## src/chipset_config_and_shadow_control_assert.svh

```systemverilog
// assertion macros for the chipset register block
// expects clk and arst_n in the scope of each use
`ifndef CHIPSET_CONFIG_AND_SHADOW_CONTROL_ASSERT_SVH
`define CHIPSET_CONFIG_AND_SHADOW_CONTROL_ASSERT_SVH

// same-cycle implication
`define CCSC_ASSERT_NOW(lbl, ante, cons) \
	lbl: assert property (@(posedge clk) disable iff (!arst_n) (ante) |-> (cons)) \
		else $error("chipset register block check failed");

// next-cycle implication
`define CCSC_ASSERT_NEXT(lbl, ante, cons) \
	lbl: assert property (@(posedge clk) disable iff (!arst_n) (ante) |=> (cons)) \
		else $error("chipset register block check failed");

`endif

```

## src/ccsc_pkg.sv

```systemverilog
// shared types, codes and constant tables of the chipset register block
// no dependencies
package ccsc_pkg;

	localparam int EXT_REG_COUNT = 39;
	localparam int EXT_IDX_W     = $clog2(EXT_REG_COUNT);
	localparam int SEGMENTS      = 8;
	localparam int ACTION_W      = 3;
	localparam int ROUTE_W       = 5;

	localparam logic [ACTION_W-1:0] ACT_CFG_RD   = 3'd0;
	localparam logic [ACTION_W-1:0] ACT_CFG_WR   = 3'd1;
	localparam logic [ACTION_W-1:0] ACT_PORT_RD  = 3'd2;
	localparam logic [ACTION_W-1:0] ACT_PORT_WR  = 3'd3;
	localparam logic [ACTION_W-1:0] ACT_CHIP_RST = 3'd4;

	localparam logic [7:0] EXT_FIRST       = 8'h50;
	localparam logic [7:0] EXT_LAST        = 8'h76;
	localparam logic [7:0] EXT_PROTECTED   = 8'h52;
	localparam logic [7:0] OFS_CACHE       = 8'h42;
	localparam logic [7:0] OFS_SHADOW_EN   = 8'h44;
	localparam logic [7:0] OFS_SHADOW_MODE = 8'h45;
	localparam logic [7:0] OFS_INDEX       = 8'h82;
	localparam logic [7:0] OFS_STORE_HIGH  = 8'h40;
	localparam logic [7:0] SHADOW_EN_QUIRK = 8'hf0;
	localparam logic [7:0] SHADOW_MD_QUIRK = 8'h01;
	localparam logic [7:0] READ_NONE       = 8'hff;
	localparam logic [ROUTE_W-1:0] ROUTE_OFF = 5'd16;

	typedef struct packed {
		logic       en;
		logic [7:0] addr;
		logic [7:0] data;
	} cfg_wr_t;

	typedef struct packed {
		logic                 en;
		logic [EXT_IDX_W-1:0] idx;
		logic [7:0]           data;
	} ext_wr_t;

	function automatic logic [7:0] size_code(input logic [7:0] mb);
		logic [7:0] r;
		if (mb <= 8'd1) r = 8'h00;
		else if (mb <= 8'd3) r = 8'h01;
		else if (mb == 8'd4) r = 8'h02;
		else if (mb == 8'd5) r = 8'h20;
		else if (mb <= 8'd7) r = 8'h09;
		else if (mb <= 8'd9) r = 8'h04;
		else if (mb <= 8'd11) r = 8'h05;
		else if (mb <= 8'd15) r = 8'h0b;
		else if (mb == 8'd16) r = 8'h13;
		else if (mb == 8'd17) r = 8'h21;
		else if (mb <= 8'd19) r = 8'h06;
		else if (mb <= 8'd23) r = 8'h0d;
		else if (mb <= 8'd31) r = 8'h0e;
		else if (mb <= 8'd35) r = 8'h1b;
		else if (mb <= 8'd39) r = 8'h0f;
		else if (mb <= 8'd47) r = 8'h17;
		else if (mb <= 8'd63) r = 8'h1e;
		else if (mb >= 8'd65 && mb <= 8'd67) r = 8'h22;
		else r = 8'h24;
		return r;
	endfunction

	localparam logic [7:0] EXT_SIZE_RESET = 8'h40 | size_code(8'd8);

	function automatic logic [7:0] cfg_reset_value(input logic [7:0] a);
		logic [7:0] r;
		case (a)
			8'h00: r = 8'h39;
			8'h01: r = 8'h10;
			8'h02: r = 8'h96;
			8'h03: r = 8'h04;
			8'h04: r = 8'h07;
			8'h06: r = 8'h80;
			8'h07: r = 8'h02;
			8'h08: r = 8'h02;
			8'h0b: r = 8'h06;
			default: r = 8'h00;
		endcase
		return r;
	endfunction

	function automatic logic [7:0] ext_default(input logic [EXT_IDX_W-1:0] idx,
		input logic [7:0] code59);
		logic [7:0] r;
		case (idx)
			6'd9:  r = code59;
			6'd17: r = 8'h09;
			6'd18: r = 8'hff;
			6'd35: r = 8'hf0;
			6'd38: r = 8'h01;
			default: r = 8'h00;
		endcase
		return r;
	endfunction

endpackage

```

## src/ccsc_req_if.sv

```systemverilog
// request channel of the chipset register block
// depends on ccsc_pkg
interface ccsc_req_if;
	logic                          valid;
	logic                          ready;
	logic [ccsc_pkg::ACTION_W-1:0] action;
	logic [7:0]                    addr;
	logic [7:0]                    wdata;

	modport source(output valid, output action, output addr, output wdata, input ready);
	modport sink(input valid, input action, input addr, input wdata, output ready);
endinterface

```

## src/ccsc_rsp_if.sv

```systemverilog
// result channel of the chipset register block
// depends on ccsc_pkg
interface ccsc_rsp_if;
	logic                         valid;
	logic                         ready;
	logic [7:0]                   read_data;
	logic [7:0]                   seg_read_internal;
	logic [7:0]                   seg_write_internal;
	logic                         bios_shadow_on;
	logic                         ext_cache_on;
	logic [ccsc_pkg::ROUTE_W-1:0] route_inta;
	logic [ccsc_pkg::ROUTE_W-1:0] route_intb;
	logic [ccsc_pkg::ROUTE_W-1:0] route_intc;
	logic [ccsc_pkg::ROUTE_W-1:0] route_intd;

	modport source(output valid, output read_data, output seg_read_internal,
		output seg_write_internal, output bios_shadow_on, output ext_cache_on,
		output route_inta, output route_intb, output route_intc, output route_intd,
		input ready);
	modport sink(input valid, input read_data, input seg_read_internal,
		input seg_write_internal, input bios_shadow_on, input ext_cache_on,
		input route_inta, input route_intb, input route_intc, input route_intd,
		output ready);
endinterface

```

## src/chipset_config_and_shadow_control.sv

```systemverilog
// chipset register block top: request decode, read-modify-write of config and
// extended register memories, shadow map, cache flag and interrupt routing
// depends on ccsc_pkg, ccsc_req_if, ccsc_rsp_if, ccsc_cfg_mem, ccsc_ext_regs
//
//   channel  | kind         | moves
//   ---------+--------------+-------------------------------------------
//   req      | valid/ready  | action, addr, wdata
//   rsp      | valid/ready  | read_data, shadow map, cache flag, routes
//   cfg      | write enable | memory_mb
//
// the accept cycle issues the memory reads and loads the request stage; the update
// completes from that stage, and no new request is taken while it is occupied.
// reset clears all valid bits at once, no clearing pass.
// a result waits in the output register while the next request is accepted;
// a request waits in its stage until the output register is free.
module chipset_config_and_shadow_control (
	input  logic       clk,
	input  logic       arst_n,
	ccsc_req_if.sink   req,
	ccsc_rsp_if.source rsp,
	input  logic       cfg_we,
	input  logic [7:0] cfg_wdata
);
	import ccsc_pkg::*;

	typedef struct packed {
		logic [7:0] rd;
		logic [7:0] wr;
		logic       bios;
	} shadow_map_t;

	function automatic shadow_map_t shadow_map(input logic [7:0] en, input logic [7:0] md);
		shadow_map_t m;
		m.rd   = 8'h00;
		m.wr   = 8'h00;
		m.bios = |en[7:4];
		case (md[1:0])
			2'd0: m.wr = en;
			2'd2: begin
				m.rd = en;
				m.wr = en;
			end
			2'd3: m.rd = en;
			default: ;
		endcase
		return m;
	endfunction

	function automatic logic ext_range(input logic [7:0] v);
		return (v >= EXT_FIRST) && (v <= EXT_LAST);
	endfunction

	logic [7:0]          memory_mb_q;
	logic                valid_s1;
	logic [ACTION_W-1:0] action_s1;
	logic [7:0]          addr_s1;
	logic [7:0]          wdata_s1;
	logic                out_valid_q;
	logic [7:0]          read_data_q;
	logic [7:0]          ext_index_q;
	logic [7:0]          shadow_en_q;
	logic [7:0]          shadow_md_q;
	shadow_map_t         map_q;
	logic                cache_q;
	logic [ROUTE_W-1:0]  route_q [4];

	logic                accept;
	logic                exec;
	logic                idx_in_range;
	logic [7:0]          idx_off;
	logic [EXT_IDX_W-1:0] ext_rd_idx;
	logic [7:0]          cfg_rdata;
	logic [7:0]          ext_rdata;
	cfg_wr_t             cfg_wr;
	ext_wr_t             ext_wr;
	logic                ext_clr;

	logic                cw_en;
	logic [7:0]          cw_addr;
	logic [7:0]          cw_val;
	logic [7:0]          rd_n;
	logic [7:0]          ext_index_n;
	logic [7:0]          shadow_en_n;
	logic [7:0]          shadow_md_n;
	shadow_map_t         map_n;
	logic                cache_n;
	logic [ROUTE_W-1:0]  route_n [4];

	assign req.ready    = !valid_s1;
	assign accept       = req.valid && req.ready;
	assign exec         = valid_s1 && (!out_valid_q || rsp.ready);
	assign idx_in_range = ext_range(ext_index_q);
	assign idx_off      = ext_index_q - EXT_FIRST;
	assign ext_rd_idx   = idx_in_range ? idx_off[EXT_IDX_W-1:0] : '0;

	ccsc_cfg_mem u_cfg_mem (
		.clk     (clk),
		.arst_n  (arst_n),
		.rd_en   (accept),
		.rd_addr (req.addr),
		.wr      (cfg_wr),
		.rd_data (cfg_rdata)
	);

	ccsc_ext_regs u_ext_regs (
		.clk       (clk),
		.arst_n    (arst_n),
		.memory_mb (memory_mb_q),
		.clear     (ext_clr),
		.rd_en     (accept),
		.rd_idx    (ext_rd_idx),
		.wr        (ext_wr),
		.rd_data   (ext_rdata)
	);

	always_comb begin
		cw_en       = 1'b0;
		cw_addr     = addr_s1;
		cw_val      = wdata_s1;
		rd_n        = 8'h00;
		ext_index_n = ext_index_q;
		shadow_en_n = shadow_en_q;
		shadow_md_n = shadow_md_q;
		map_n       = map_q;
		cache_n     = cache_q;
		route_n     = route_q;
		ext_clr     = 1'b0;
		ext_wr.en   = 1'b0;
		ext_wr.idx  = idx_off[EXT_IDX_W-1:0];
		ext_wr.data = wdata_s1;
		cfg_wr.en   = 1'b0;
		cfg_wr.addr = addr_s1;
		cfg_wr.data = wdata_s1;

		case (action_s1)
			ACT_CFG_RD: rd_n = cfg_rdata;
			ACT_CFG_WR: cw_en = 1'b1;
			ACT_PORT_RD: begin
				if (!addr_s1[0]) begin
					rd_n = ext_index_q;
				end else if (idx_in_range) begin
					rd_n        = ext_rdata;
					ext_index_n = 8'h00;
				end else begin
					rd_n = READ_NONE;
				end
			end
			ACT_PORT_WR: begin
				if (!addr_s1[0]) begin
					if (ext_range(wdata_s1)) begin
						ext_index_n = wdata_s1;
					end
				end else if (idx_in_range) begin
					ext_wr.en   = (ext_index_q != EXT_PROTECTED);
					ext_index_n = 8'h00;
				end
			end
			ACT_CHIP_RST: begin
				cw_en   = 1'b1;
				cw_addr = OFS_SHADOW_EN;
				cw_val  = shadow_en_q & 8'h0f;
				ext_clr = 1'b1;
			end
			default: ;
		endcase

		if (cw_en) begin
			case (cw_addr) inside
				OFS_CACHE: cache_n = cw_val[0];
				OFS_SHADOW_EN: begin
					shadow_en_n = cw_val;
					if ((shadow_en_q & cw_val) != SHADOW_EN_QUIRK) begin
						map_n = shadow_map(cw_val, shadow_md_q);
					end
				end
				OFS_SHADOW_MODE: begin
					shadow_md_n = cw_val;
					if ((shadow_md_q & cw_val) != SHADOW_MD_QUIRK) begin
						map_n = shadow_map(shadow_en_q, cw_val);
					end
				end
				OFS_INDEX: begin
					if (ext_range(cw_val)) begin
						ext_index_n = cw_val;
					end
				end
				[8'hc0:8'hc3]: begin
					route_n[cw_addr[1:0]] = cw_val[7] ? {1'b0, cw_val[3:0]} : ROUTE_OFF;
				end
				default: ;
			endcase
			cfg_wr.en   = exec && (((cw_addr >= 8'h04) && (cw_addr < 8'h08)) ||
				(cw_addr >= OFS_STORE_HIGH));
			cfg_wr.addr = cw_addr;
			cfg_wr.data = cw_val;
		end

		if (ext_clr) begin
			ext_index_n = 8'h00;
		end

		ext_clr   = ext_clr && exec;
		ext_wr.en = ext_wr.en && exec;
	end

	always_ff @(posedge clk) begin
		if (accept) begin
			action_s1 <= req.action;
			addr_s1   <= req.addr;
			wdata_s1  <= req.wdata;
		end
		if (exec) begin
			read_data_q <= rd_n;
		end
	end

	always_ff @(posedge clk or negedge arst_n) begin
		if (!arst_n) begin
			memory_mb_q <= 8'd8;
			valid_s1    <= 1'b0;
			out_valid_q <= 1'b0;
			ext_index_q <= 8'h00;
			shadow_en_q <= 8'h00;
			shadow_md_q <= 8'h00;
			map_q       <= '0;
			cache_q     <= 1'b0;
			route_q     <= '{default: ROUTE_OFF};
		end else begin
			if (cfg_we) begin
				memory_mb_q <= cfg_wdata;
			end
			if (accept) begin
				valid_s1 <= 1'b1;
			end else if (exec) begin
				valid_s1 <= 1'b0;
			end
			if (exec) begin
				out_valid_q <= 1'b1;
				ext_index_q <= ext_index_n;
				shadow_en_q <= shadow_en_n;
				shadow_md_q <= shadow_md_n;
				map_q       <= map_n;
				cache_q     <= cache_n;
				route_q     <= route_n;
			end else if (rsp.ready) begin
				out_valid_q <= 1'b0;
			end
		end
	end

	assign rsp.valid              = out_valid_q;
	assign rsp.read_data          = read_data_q;
	assign rsp.seg_read_internal  = map_q.rd;
	assign rsp.seg_write_internal = map_q.wr;
	assign rsp.bios_shadow_on     = map_q.bios;
	assign rsp.ext_cache_on       = cache_q;
	assign rsp.route_inta         = route_q[0];
	assign rsp.route_intb         = route_q[1];
	assign rsp.route_intc         = route_q[2];
	assign rsp.route_intd         = route_q[3];

`include "chipset_config_and_shadow_control_assert.svh"

	`CCSC_ASSERT_NOW(a_index_legal, 1'b1, (ext_index_q == 8'h00) || ext_range(ext_index_q))
	`CCSC_ASSERT_NEXT(a_data_read_clears_index, exec && (action_s1 == ACT_PORT_RD) && addr_s1[0] && idx_in_range, ext_index_q == 8'h00)
	`CCSC_ASSERT_NEXT(a_exec_gives_result, exec, out_valid_q && !valid_s1)
	`CCSC_ASSERT_NOW(a_protected_kept, ext_wr.en, ext_index_q != EXT_PROTECTED)
endmodule

```

## src/ccsc_cfg_mem.sv

```systemverilog
// 256-byte config space memory with a registered read
// per-byte valid bits give the power-on value until first write; depends on ccsc_pkg
module ccsc_cfg_mem (
	input  logic              clk,
	input  logic              arst_n,
	input  logic              rd_en,
	input  logic [7:0]        rd_addr,
	input  ccsc_pkg::cfg_wr_t wr,
	output logic [7:0]        rd_data
);
	import ccsc_pkg::*;

	logic [7:0]   mem [256];
	logic [255:0] vld_q;
	logic [7:0]   mem_rd_q;
	logic [7:0]   rd_addr_q;
	logic         rd_vld_q;

	always_ff @(posedge clk) begin
		if (wr.en) begin
			mem[wr.addr] <= wr.data;
		end
		if (rd_en) begin
			mem_rd_q  <= mem[rd_addr];
			rd_addr_q <= rd_addr;
		end
	end

	always_ff @(posedge clk or negedge arst_n) begin
		if (!arst_n) begin
			vld_q    <= '0;
			rd_vld_q <= 1'b0;
		end else begin
			if (wr.en) begin
				vld_q[wr.addr] <= 1'b1;
			end
			if (rd_en) begin
				rd_vld_q <= vld_q[rd_addr];
			end
		end
	end

	assign rd_data = rd_vld_q ? mem_rd_q : cfg_reset_value(rd_addr_q);
endmodule

```

## src/ccsc_ext_regs.sv

```systemverilog
// extended register file behind the index/data port pair, with a registered read
// clear restores defaults through valid bits and latches the size code; depends on ccsc_pkg
module ccsc_ext_regs (
	input  logic                           clk,
	input  logic                           arst_n,
	input  logic [7:0]                     memory_mb,
	input  logic                           clear,
	input  logic                           rd_en,
	input  logic [ccsc_pkg::EXT_IDX_W-1:0] rd_idx,
	input  ccsc_pkg::ext_wr_t              wr,
	output logic [7:0]                     rd_data
);
	import ccsc_pkg::*;

	logic [7:0]               mem [EXT_REG_COUNT];
	logic [EXT_REG_COUNT-1:0] vld_q;
	logic [7:0]               mem_rd_q;
	logic [EXT_IDX_W-1:0]     rd_idx_q;
	logic                     rd_vld_q;
	logic [7:0]               code59_q;

	always_ff @(posedge clk) begin
		if (wr.en) begin
			mem[wr.idx] <= wr.data;
		end
		if (rd_en) begin
			mem_rd_q <= mem[rd_idx];
			rd_idx_q <= rd_idx;
		end
	end

	always_ff @(posedge clk or negedge arst_n) begin
		if (!arst_n) begin
			vld_q    <= '0;
			rd_vld_q <= 1'b0;
			code59_q <= EXT_SIZE_RESET;
		end else begin
			if (clear) begin
				vld_q    <= '0;
				code59_q <= 8'h40 | size_code(memory_mb);
			end else if (wr.en) begin
				vld_q[wr.idx] <= 1'b1;
			end
			if (rd_en) begin
				rd_vld_q <= vld_q[rd_idx];
			end
		end
	end

	assign rd_data = rd_vld_q ? mem_rd_q : ext_default(rd_idx_q, code59_q);
endmodule

```

## src/flat_wrapper.sv

```systemverilog
// flat-port wrapper written by rule: the top's interface ports become plain ports
module chipset_config_and_shadow_control_flat import ccsc_pkg::*;
  (clk, arst_n, cfg_we, cfg_wdata, req_valid, req_action, req_addr, req_wdata, req_ready, rsp_valid, rsp_read_data, rsp_seg_read_internal, rsp_seg_write_internal, rsp_bios_shadow_on, rsp_ext_cache_on, rsp_route_inta, rsp_route_intb, rsp_route_intc, rsp_route_intd, rsp_ready);
  ccsc_req_if req_i ();
  ccsc_rsp_if rsp_i ();
  input  logic clk;
  input  logic arst_n;
  input  logic cfg_we;
  input  logic [7:0] cfg_wdata;
  input wire logic [$bits(req_i.valid)-1:0] req_valid;
  input wire logic [$bits(req_i.action)-1:0] req_action;
  input wire logic [$bits(req_i.addr)-1:0] req_addr;
  input wire logic [$bits(req_i.wdata)-1:0] req_wdata;
  output wire logic [$bits(req_i.ready)-1:0] req_ready;
  output wire logic [$bits(rsp_i.valid)-1:0] rsp_valid;
  output wire logic [$bits(rsp_i.read_data)-1:0] rsp_read_data;
  output wire logic [$bits(rsp_i.seg_read_internal)-1:0] rsp_seg_read_internal;
  output wire logic [$bits(rsp_i.seg_write_internal)-1:0] rsp_seg_write_internal;
  output wire logic [$bits(rsp_i.bios_shadow_on)-1:0] rsp_bios_shadow_on;
  output wire logic [$bits(rsp_i.ext_cache_on)-1:0] rsp_ext_cache_on;
  output wire logic [$bits(rsp_i.route_inta)-1:0] rsp_route_inta;
  output wire logic [$bits(rsp_i.route_intb)-1:0] rsp_route_intb;
  output wire logic [$bits(rsp_i.route_intc)-1:0] rsp_route_intc;
  output wire logic [$bits(rsp_i.route_intd)-1:0] rsp_route_intd;
  input wire logic [$bits(rsp_i.ready)-1:0] rsp_ready;
  assign req_i.valid = req_valid;
  assign req_i.action = req_action;
  assign req_i.addr = req_addr;
  assign req_i.wdata = req_wdata;
  assign req_ready = req_i.ready;
  assign rsp_valid = rsp_i.valid;
  assign rsp_read_data = rsp_i.read_data;
  assign rsp_seg_read_internal = rsp_i.seg_read_internal;
  assign rsp_seg_write_internal = rsp_i.seg_write_internal;
  assign rsp_bios_shadow_on = rsp_i.bios_shadow_on;
  assign rsp_ext_cache_on = rsp_i.ext_cache_on;
  assign rsp_route_inta = rsp_i.route_inta;
  assign rsp_route_intb = rsp_i.route_intb;
  assign rsp_route_intc = rsp_i.route_intc;
  assign rsp_route_intd = rsp_i.route_intd;
  assign rsp_i.ready = rsp_ready;
  chipset_config_and_shadow_control u_core (.clk(clk), .arst_n(arst_n), .req(req_i), .rsp(rsp_i), .cfg_we(cfg_we), .cfg_wdata(cfg_wdata));
endmodule
```

## config.mk

```make
export PLATFORM = sky130hd
export DESIGN_NAME = chipset_config_and_shadow_control_flat
export DESIGN_NICKNAME = d
export VERILOG_FILES = /design/src/ccsc_pkg.sv /design/src/ccsc_req_if.sv /design/src/ccsc_rsp_if.sv /design/src/chipset_config_and_shadow_control.sv /design/src/ccsc_cfg_mem.sv /design/src/ccsc_ext_regs.sv /design/src/flat_wrapper.sv
export VERILOG_INCLUDE_DIRS = /design/src /design/src/src
export SDC_FILE = /design/constraint.sdc
export NUM_CORES = 2
export LEC_CHECK = 0
export ABC_AREA = 1
export BUFFER_PORTS_ARGS = -buffer_cell sky130_fd_sc_hd__buf_4
export CAP_MARGIN = 5
export CORE_UTILIZATION = 40
export DETAILED_ROUTE_END_ITERATION = 10
export PLACE_DENSITY = 0.63
export SYNTH_ARGS = -nofsm -noshare
export SYNTH_HDL_FRONTEND = slang
export SYNTH_HIERARCHICAL = 1
export SYNTH_SLANG_ARGS = --single-unit
export TNS_END_PERCENT = 1
```

## constraint.sdc

```tcl
create_clock -name clk -period 7.1 [get_ports clk]
set_clock_uncertainty 0.15 [all_clocks]
set_input_delay 0.355 -clock clk [delete_from_list [all_inputs] [get_ports clk]]
set_output_delay 0.355 -clock clk [all_outputs]
set_load 0.02 [all_outputs]
```

==> impl_metrics.csv <==
group,metric,value,unit
outcome,status,"complete, but fails checks",
outcome,violations,"negative hold slack",
floorplan,row_count,196,
critical_path,r2r-start,"u_core/action_s1[0]",
yosys,netlist_area,0.115,mm^2
floorplan,die_y,537,um
floorplan,dieArea,0.289,mm^2
critical_path,ff2ff_path_depth,9,
clock_tree,clockRootBuffer,"clkbuf_16",
global_route,grt_busiest_layer,"met2",
power_and_ir_drop,p_per_area,303,mW/mm^2
timing,tightest_slew,1.36,ns
routing,dr.pass1.iters,6,
global_route,grt_max_degree,200,
critical_path,arrival,5.17,ns
global_route,track_usage,21.9,%
critical_path,worstPathRequired,7.44,ns
yosys,ys_types,52,
timing,rsz0062_at_grt,"false",
floorplan,die_x,537,um
critical_path,rrSetupSlack,2.27,ns
timing,whs,-0.0215,ns
timing,fmax,207,MHz
clock_tree,postCtsSetupBuffers,0,
placement,gp_congestion,0.882,
clock_tree,cts_tree,"yes",
job,max_cap_violations,0,
clock_tree,clk_pin_slew,0.06,ns
floorplan,start_util,40.2,%
global_route,met1_usage,30.0,%
critical_path,path_class,"flip-flop to flip-flop",
layout,layout_commonest_cell,"edfxtp_1",
timing,max_slew_margin,8.94,%
timing,finalSetupTns,0,ns
timing,hold_viol_final,4,
global_route,overflow,0,
routing,wl_per_cell,23.4,um
routing,drc,0,
clock_tree,clkLatencyLatePin,0.90,ns
timing,setup_viol,0,
layout,synthToLayoutAreaGrowth,12.0,%
critical_path,crit_top_cell,"nor2_1",
global_route,met3_usage,4.24,%
yosys,synth-edff-count,2417,
timing,min_period,4.83,ns
critical_path,endpoint_kind,"flip-flop",
critical_path,slowest_delay,0.97,ns
layout,most-common-layout-cells,"edfxtp_1 (2417), nand2_1 (1759), nand3_1 (1411)",
placement,place_hpwl,177,mm
yosys,yosys_most_used_dff,"edfxtp_1",
placement,portBuffers,79,
global_route,antenna_found_initial,11,
yosys,ys_seq_area_share,71.6,%
clock_tree,cts_buffer_depth,4,
global_route,met2_usage,34.2,%
yosys,syn_area_per_cell,11.6,um^2
yosys,synth_cells,9865,
clock_tree,cts_buffers,299,
layout,drive_above_1_share,9.89,%
floorplan,io_pins,80,
critical_path,worstReg2RegEnd,"u_core/u_cfg_mem/mem[64][6]",
yosys,yosysWarnings,6,
placement,placed_area,0.118,mm^2
clock_tree,clock_sinks,2798,
yosys,synth-async-reset-ratio,13.4,%
routing,postRouteAntennaNets,0,
critical_path,path_buf_inv,3,
critical_path,cp_top_family,"simple AND/OR/NAND/NOR gates",
power_and_ir_drop,leakagePower,45.8,nW
routing,wirelength,322,mm
power_and_ir_drop,vdd_drop_max,0.195,mV
timing,final_max_slew_viol_count,0,
clock_tree,cts_max_level,5,
worst_hold_path,hold_class,"input pin to asynchronous set/reset pin",
routing,avgViaCountPerCell,5.67,
yosys,synth_nets,9903,
layout,design_area,0.128,mm^2
timing,finalCritPeriodShare,68.1,%
layout,layout.nets,9792,
global_route,grt_pass1_wl,480,mm
critical_path,path_max_fanout,22,
routing,first_iter_violations,9765,
critical_path,start_kind,"flip-flop",
routing,num_vias,77968,
critical_path,crit_chain,"nor2_4 -> nand2_4 -> inv_4 -> nor2_1 -> inv_1 -> inv_1 -> nor2_1 -> nand2_1 -> nor2_1",
critical_path,cpMaxStageDelayCell,"nor2_1",
floorplan,core,0.285,mm^2
yosys,ys_ff_latch,2798,
global_route,grt_pass1_vias,74856,
-- kinds of logic after synthesis --
logic type	Yosys count	share of synthesized area, %
AND/OR/NAND/NOR	4790	18.0
buffers and inverters	849	3.45
XOR/XNOR	1	0.00764
adder cells (fa/ha/maj)	6	0.0655
multiplexers	8	0.0786
AO/OA/AOI/OAI	1413	6.80
flip-flops	2798	71.6
-- synth_stat cells, types with 23 or more instances --
master | n | share of area, %
a21oi_1 | 75 | 0.33
buf_6 | 27 | 0.27
o21ai_1 | 23 | 0.10
buf_1 | 70 | 0.23
o21ai_0 | 862 | 3.8
nand2_1 | 1761 | 5.8
nor3_1 | 35 | 0.15
nand3_1 | 1411 | 6.2
buf_2 | 196 | 0.86
or2_2 | 257 | 1.4
edfxtp_1 | 2417 | 63
buf_4 | 84 | 0.55
o21ai_2 | 30 | 0.23
clkbuf_1 | 262 | 0.86
inv_1 | 192 | 0.63
dfrtp_1 | 369 | 8.1
nor2_1 | 1289 | 4.2
o22ai_1 | 361 | 2.0
-- how the worst max path moves through the flow --
stage	start	end	slack, ns	cells past startpoint
5_1_grt	u_core/action_s1[1]	u_core/u_cfg_mem/mem[64][6]	2.13	9
3_3_place_gp	u_core/action_s1[0]	u_core/u_cfg_mem/mem[64][6]	2.42	9
6_report	u_core/action_s1[0]	u_core/u_cfg_mem/mem[64][6]	2.27	9
2_1_floorplan	u_core/wdata_s1[7]	u_core/u_cfg_mem/mem[0][7]	0.74	3
4_1_cts	u_core/action_s1[0]	u_core/u_cfg_mem/mem[64][3]	2.29	9
3_5_place_dp	u_core/action_s1[0]	u_core/u_cfg_mem/mem[64][6]	2.32	9
-- metal layers --
layer / vias to the layer above / part of all wire, %
met5: - / 0.0081
met4: 4 / 3.9
met3: 604 / 9.5
met2: 3817 / 46
met1: 38790 / 41
li1: 34753 / -
-- per-stage QoR --
step | hold WS (ns) | setup slack, ns | total power (W) | utilization, % | cells
final | -0.0215 | 2.27 | 0.0389 | 45.1 | 13759
after floorplan | -0.0906 | 0.741 | 0.0218 | - | 9865
after global placement | 0.300 | 2.42 | 0.0233 | 41.4 | 13178
after global routing | 0.0287 | 2.13 | 0.0401 | 45.1 | 13755
after detailed placement | 0.302 | 2.32 | 0.0234 | 41.4 | 13178
after CTS | 0.000625 | 2.29 | 0.0391 | 45.1 | 13753
-- layout make-up --
class                   instances  area (um^2)
clock inverters               127         1500
well taps                    3762         4710
multi-input cells            6218        28600
repair buffers                227         2140
fillers                     25599       157000
clock buffers                 411         8450
inverters                     210          866
diodes                          6         15.0
flip-flops and latches       2798        82100
-- state kept, by name, indices dropped and copies added (netlist names), 6 cells and up, named ones only --
register,cells
u_core/u_ext_regs/mem_rd_q,8
u_core/rsp.read_data,8
u_core/u_ext_regs/vld_q,39
u_core/u_ext_regs/code59_q,6
u_core/ext_index_q,8
u_core/rsp.seg_write_internal,8
u_core/shadow_en_q,8
u_core/u_cfg_mem/rd_addr_q,8
u_core/u_cfg_mem/mem_rd_q,8
u_core/u_ext_regs/mem,312
u_core/wdata_s1,8
u_core/u_cfg_mem/vld_q,256
u_core/u_ext_regs/rd_idx_q,6
u_core/rsp.seg_read_internal,8
u_core/shadow_md_q,8
u_core/addr_s1,8
u_core/u_cfg_mem/mem,2048
u_core/memory_mb_q,8
-- report_power, final --
part / leakage [nW] / internal [W] / switching, W
Clock: 4.86 / 0.00938 / 0.00640
Combinational: 14.0 / 0.000855 / 0.00318
Sequential: 27.0 / 0.0189 / 0.000245
Total: 45.8 / 0.0291 / 0.00982
-- repair_timing --
item                      in CTS  in global routing
gates resized for setup        0                  0
hold buffers                  37                  0
hold endpoints to repair     128                  0
No activity file was read; power rests on OpenSTA's default activity.
